`src/rtl/core/srse_ram.sv`:
```
// Generic single-port-write, single-port-read RAM with registered read.
module srse_ram #(
  parameter int WIDTH = 128,
  parameter int DEPTH = 16
) (
  input  logic                     clk,
  input  logic                     we,
  input  logic [$clog2(DEPTH)-1:0] waddr,
  input  logic [WIDTH-1:0]         wdata,
  input  logic [$clog2(DEPTH)-1:0] raddr,
  output logic [WIDTH-1:0]         rdata
);
  logic [WIDTH-1:0] mem [DEPTH];

  always_ff @(posedge clk) begin
    if (we) mem[waddr] <= wdata;
    rdata <= mem[raddr];
  end
endmodule

```
`config.mk`:
```
export PLATFORM = sky130hd
export DESIGN_NAME = srse_ram
export DESIGN_NICKNAME = d
export VERILOG_FILES = /design/src/rtl/core/srse_ram.sv
export SDC_FILE = /design/constraint.sdc
export NUM_CORES = 1
export LEC_CHECK = 0
export BUFFER_PORTS_ARGS = -buffer_cell sky130_fd_sc_hd__buf_2
export CAP_MARGIN = 0
export CORE_MARGIN = 3
export CORE_UTILIZATION = 60
export DETAILED_ROUTE_END_ITERATION = 6
export PLACE_DENSITY_LB_ADDON = 0.15
export SYNTH_ARGS = -nofsm -noshare
export SYNTH_HDL_FRONTEND = slang
export SYNTH_SLANG_ARGS = --single-unit
```
`constraint.sdc`:
```
create_clock -name clk -period 13 [get_ports clk]
set_input_delay 0.65 -clock clk [delete_from_list [all_inputs] [get_ports clk]]
set_output_delay 0.65 -clock clk [all_outputs]
set_load 0.01 [all_outputs]
```
==> results of run 1 <==
cells in the mapped netlist:
library cell  count  share of area
a221oi_1         12         0.0013
a22oi_1         215          0.020
and2_1            3        0.00024
buf_1             7        0.00033
buf_2            86         0.0054
buf_4            12         0.0011
buf_6             6        0.00085
clkbuf_1         65         0.0031
dfxtp_1         128          0.032
edfxtp_1       2048           0.77
mux2_2           64         0.0091
mux2i_1          24         0.0030
mux4_2          477           0.14
nand2_1          95         0.0045
nand2b_1         16         0.0013
nand3_1           1       0.000063
nand3b_1          2        0.00019
nor2_1           15        0.00071
nor2b_1          29         0.0023
nor3_1            4        0.00025
o21ai_0          17         0.0011
o221ai_1         23         0.0025
o22a_1            6        0.00066
or2_2             1       0.000079
or3b_2            1        0.00011
metrics by stage:
stage	cells	hold WS [ns]	worst slack (ns)	power, uW	area (um2)
after floorplan	3357	0.635	2.42	8440	79400
after global placement	5257	0.648	8.16	8700	82900
after detailed placement	5257	0.653	8.05	8730	82900
after CTS	5645	0.147	8.94	14500	89600
after global routing	5651	0.181	8.59	14900	89600
final	5666	0.213	9.00	14400	89600
per-layer routing:
metal	share of wire	up-vias	GRT usage
met1	0.39	19600	0.374
met3	0.086	313	0.0543
li1	-	15100	-
met5	0.00094	-	0
met2	0.49	1699	0.418
met4	0.027	24	0.0793
layout make-up:
cell class,count,share of cell area
Sequential cell,2176,0.715
Multi-Input combinational cell,1005,0.164
Clock buffer,296,0.0651
Tap cell,1742,0.0243
Timing Repair Buffer,334,0.0220
Clock inverter,92,0.00967
Antenna cell,21,0.000586
worst max path at each step:
stage	end	from	slack (ns)	depth (start not counted)
after detailed placement	rdata[79]	raddr[0]	8.05	7
final	rdata[86]	raddr[0]	9.00	7
after floorplan	mem[0][0]	waddr[2]	2.42	2
after global routing	rdata[84]	raddr[0]	8.59	7
after CTS	rdata[76]	raddr[0]	8.94	7
after global placement	rdata[57]	raddr[0]	8.16	7
kinds of logic (layout without fill, tap and decap cells):
kind of cell           Yosys count  count (layout)
AO/OA/AOI/OAI                  273             273
buffers and inverters          176             722
flip-flops                    2176            2176
multiplexers                   565             565
other                            0              21
AND/OR/NAND/NOR                167             167
flip-flops by register name (all words and copies together), names as in the netlist:
name,cells
rdata,128
mem,2048
power breakdown:
| part | internal, uW | switching, uW |
|---|---|---|
| clock network | 3420 | 2440 |
| registers | 7840 | 58.7 |
| logic | 272 | 404 |
| total | 11500 | 2900 |
==> reports/metrics.cfg, run 1 <==
[power_and_ir_drop]
peakVddDrop_mv=0.153
powerDensity_mw_per_mm2=161
power_leakage_uw=0.0288

[logic_synthesis]
synth_area_mm2=0.0794
avgSynthCellArea_um2=23.7
synth_top_family_by_area=multiplexers
synth-simple-area-share=0.00967
synth_adder_area_share=0
synth-seq-cells=2176
synth-compound-area-share=0.0259
yosys_warnings=0
synth_mux_area_frac=0.147
synth-xor-area-share=0
syn-num-nets=3495
synth.distinct_cells=25
ys_seq_area_frac=0.806
syn_inst=3357

[clocking]
cts_max_path_buffers=3
cts_resized=0
cts_hold_buf=0
clock_sinks=2176
cts_max_level=4
root_buffer=clkbuf_16
cts_setup_buffers=0
cts_inserted_buffers=205
path_clk_slew_ns=0.06
clock_latency_ns=0.80
cts_tree=built

[critical_path]
critPathMaxFanout=107
worst-setup-path-type=input pin to flip-flop
crit_path_cell_trace=buf_8 -> buf_4 -> buf_12 -> buf_4 -> mux4_2 -> a22oi_1 -> nand2_1
rr_endpoint=rdata[106]
r2r_cells=3
r2r_slack_ns=11.50
slowest_stage=buf_4
start_kind=input pin
r2r_start=mem[7][106]
path_buf_inv=4
critPathRequiredTime_ns=13.68
critPathCaptureType=flip-flop
crit_family=buffers and inverters
max_stage_delay_ns=0.87
timing.critical_path.mode_cell=buf_4
arrival_ns=4.68

[finish]
final_cell_mix=2048 x edfxtp_1, 477 x mux4_2, 262 x buf_2
drive_above_1_share=0.305
synthToLayoutAreaGrowth_pct=12.8
layout.nets=3860
multi_input_area_mm2=0.0147
layout_commonest_cell=edfxtp_1
utilization=0.687
fill_cells=7858
seqCellArea_mm2=0.0641

[timing]
tightest_slew_ns=1.21
period_needed_ns=4.00
slew-limit-headroom=0.190
fin_crit_sh=0.308
drv_slew=0
fin_skew_ns=0.0131
tns_ns=0
hold_violations=0
rsz0062_at_grt=false
setup_viol_count_final=0
max_freq_mhz=250

[floorplan]
die_w_um=370
die_h_um=370
row_count=132
core_area_mm2=0.130
die-area_mm2=0.137
start_util=0.609
ios=266

[status]
outcome=finished clean

[job]
maxCapViolCount=0

[global_routing]
grt_start_max_net_pins=129
grt_pass1_wl_um=257000
first_global_vias=38200
grt_usage=0.262
overflow=0
antenna_found_initial=41

[route]
viasPerCell=6.48
drc=0
drtIter0Drc=4265
wire_per_inst_um=30.9
ant_nets=0
vias=36700
drt-pass1-iter-count=6
wl_um=175000

[place]
gp_congestion=0.734
io_buffers=265
hpwl_um=84800

[hold_path]
min_path_cells=1
hp-class=input pin to flip-flop
hold_path_end=mem[3][104]
worstHoldStart=wdata[104]

No activity file was read; power rests on OpenSTA's default activity.
==> inputs of run 2 (changes only) <==
--- a/config.mk
+++ b/config.mk
@@ -8,7 +8,7 @@
 export BUFFER_PORTS_ARGS = -buffer_cell sky130_fd_sc_hd__buf_2
 export CAP_MARGIN = 0
 export CORE_MARGIN = 3
-export CORE_UTILIZATION = 60
+export CORE_UTILIZATION = 55
 export DETAILED_ROUTE_END_ITERATION = 6
 export PLACE_DENSITY_LB_ADDON = 0.15
 export SYNTH_ARGS = -nofsm -noshare
==> constraint.sdc (replaced) <==
create_clock -name clk -period 3.27 [get_ports clk]
set_input_delay 0.1635 -clock clk [delete_from_list [all_inputs] [get_ports clk]]
set_output_delay 0.1635 -clock clk [all_outputs]
set_load 0.01 [all_outputs]
==> reports/metrics.cfg, run 2 (synthesis results as in run 1) <==
[timing]
tns_ns=0
hold_violations=0
tightest_slew_ns=0.977
slew-limit-headroom=0.349
setup_viol_count_final=0
drv_slew=0
worst_hold_slack_ns=0.0953
period_needed_ns=2.02
max_freq_mhz=495
rsz0062_at_grt=false
fin_crit_sh=0.617
fin_skew_ns=0.0264

[power_and_ir_drop]
clkPwrFrac=0.403
switching_share=0.204
power_frac_comb=0.052
powerDensity_mw_per_mm2=623
peakVddDrop_mv=0.508
intPower_uw=45900
switching_power_uw=11800
power_leakage_uw=0.0300
seqPwrFrac=0.545

[global_routing]
grt_usage=0.243
first_global_vias=39000
grt_start_max_net_pins=151
grt_pass1_wl_um=262000
antenna_found_initial=18
overflow=0

[clocking]
cts_max_path_buffers=3
clock_latency_ns=0.81
cts_inserted_buffers=207
root_buffer=clkbuf_16
clock_sinks=2176
path_clk_slew_ns=0.06
cts_setup_buffers=0
cts_max_level=4
cts_tree=built

[finish]
seqCellArea_mm2=0.0641
top_regs=mem (2048), rdata (128)
largest_reg_flops=2048
synthToLayoutAreaGrowth_pct=16.5
layout_commonest_cell=edfxtp_1
fill_cells=9138
multi_input_area_mm2=0.0147
finalInstanceArea_mm2=0.0926
drive_above_1_share=0.308
layout.nets=4072
final_cell_mix=2048 x edfxtp_1, 477 x mux4_2, 262 x buf_2
largest_register=mem

[route]
drt-pass1-iter-count=5
ant_nets=0
vias=37200
viasPerCell=6.19
wire_per_inst_um=29.5
wl_um=178000
drc=0
drtIter0Drc=3853

[critical_path]
start_kind=input pin
critPathMaxFanout=34
arrival_ns=2.47
critPathCaptureType=flip-flop
r2r_slack_ns=1.62
timing.critical_path.mode_cell=dlygate4sd3_1
max_stage_delay_ns=0.63
worst-setup-path-type=input pin to flip-flop
critPathRequiredTime_ns=3.72
slowest_stage=dlygate4sd3_1
crit_path_cell_trace=dlygate4sd3_1 -> buf_2 -> nand3_4 -> dlygate4sd3_1 -> nor2_4 -> buf_12

[status]
outcome=finished clean

[floorplan]
ios=266
die_h_um=386
row_count=138
die-area_mm2=0.149
core_area_mm2=0.142
die_w_um=386
start_util=0.558

[job]
maxCapViolCount=0

[place]
dpl_cell_area_mm2=0.0845
io_buffers=265
gp_congestion=0.747
hpwl_um=96500

[hold_path]
hp-class=input pin to flip-flop

run 2: changes by cell type in the layout (fill, tap and decap cells not counted), sizes merged:
cell,before,now
buf,334,410
bufinv,16,13
clkbuf,296,295
clkinv,70,74
clkinvlp,3,1
diode,21,10
dlygate4sd3,0,134
inv,3,5
run 2: metrics by stage:
step                      total power (uW)  std cells   util  worst slack [ns]
after floorplan                      33500       3357      -             -1.11
after global placement               34800       5481  0.593             0.975
after detailed placement             34900       5481  0.593             0.978
after CTS                            58100       6003  0.650              1.29
after global routing                 59500       6005  0.650              1.20
final                                57600       6013  0.650              1.25
run 2: final cells by class:
cell class / instances / area share
diodes: 10 / 0.000270
clock buffers: 295 / 0.0629
clock inverters: 93 / 0.00923
multi-input cells: 1005 / 0.159
flip-flops and latches: 2176 / 0.692
well taps: 1890 / 0.0255
repair buffers: 544 / 0.0511
run 2: path summary, 6_finish.rpt:
check,cells after the start,from,end
worst max-delay path,6,waddr[3],mem[14][108]
worst min-delay path,3,we,mem[1][49]
worst max register to register,3,mem[6][116],rdata[116]
worst min register to register,3,mem[14][76],rdata[76]
run 2: metal layers:
metal	wire, um	up-vias	track usage
met5	129	-	0
li1	-	15500	-
met2	88300	1447	0.394
met1	71800	20000	0.345
met3	13000	293	0.0475
met4	4310	20	0.0661
run 2: power groups by stage:
stage                     Sequential [uW]  Combinational, uW  Clock, uW
after global placement              32000               2820          0
final                               31400               2990      23200
after global routing                31500               3220      24800
after CTS                           31400               3040      23600
after detailed placement            32000               2880          0
after floorplan                     32000               1500          0
run 2: repair_timing:
action / CTS / global route
hold buffers: 134 / 0
setup endpoints to repair: 0 / 0
resized for setup: 0 / 0
endpoints found under the hold margin: 2066 / 0
run 2: worst max-delay path, delay by kind of cell:
kind / cells / cell delay (ns)
AND/OR/NAND/NOR: 2 / 0.60
buffers and inverters: 4 / 1.65
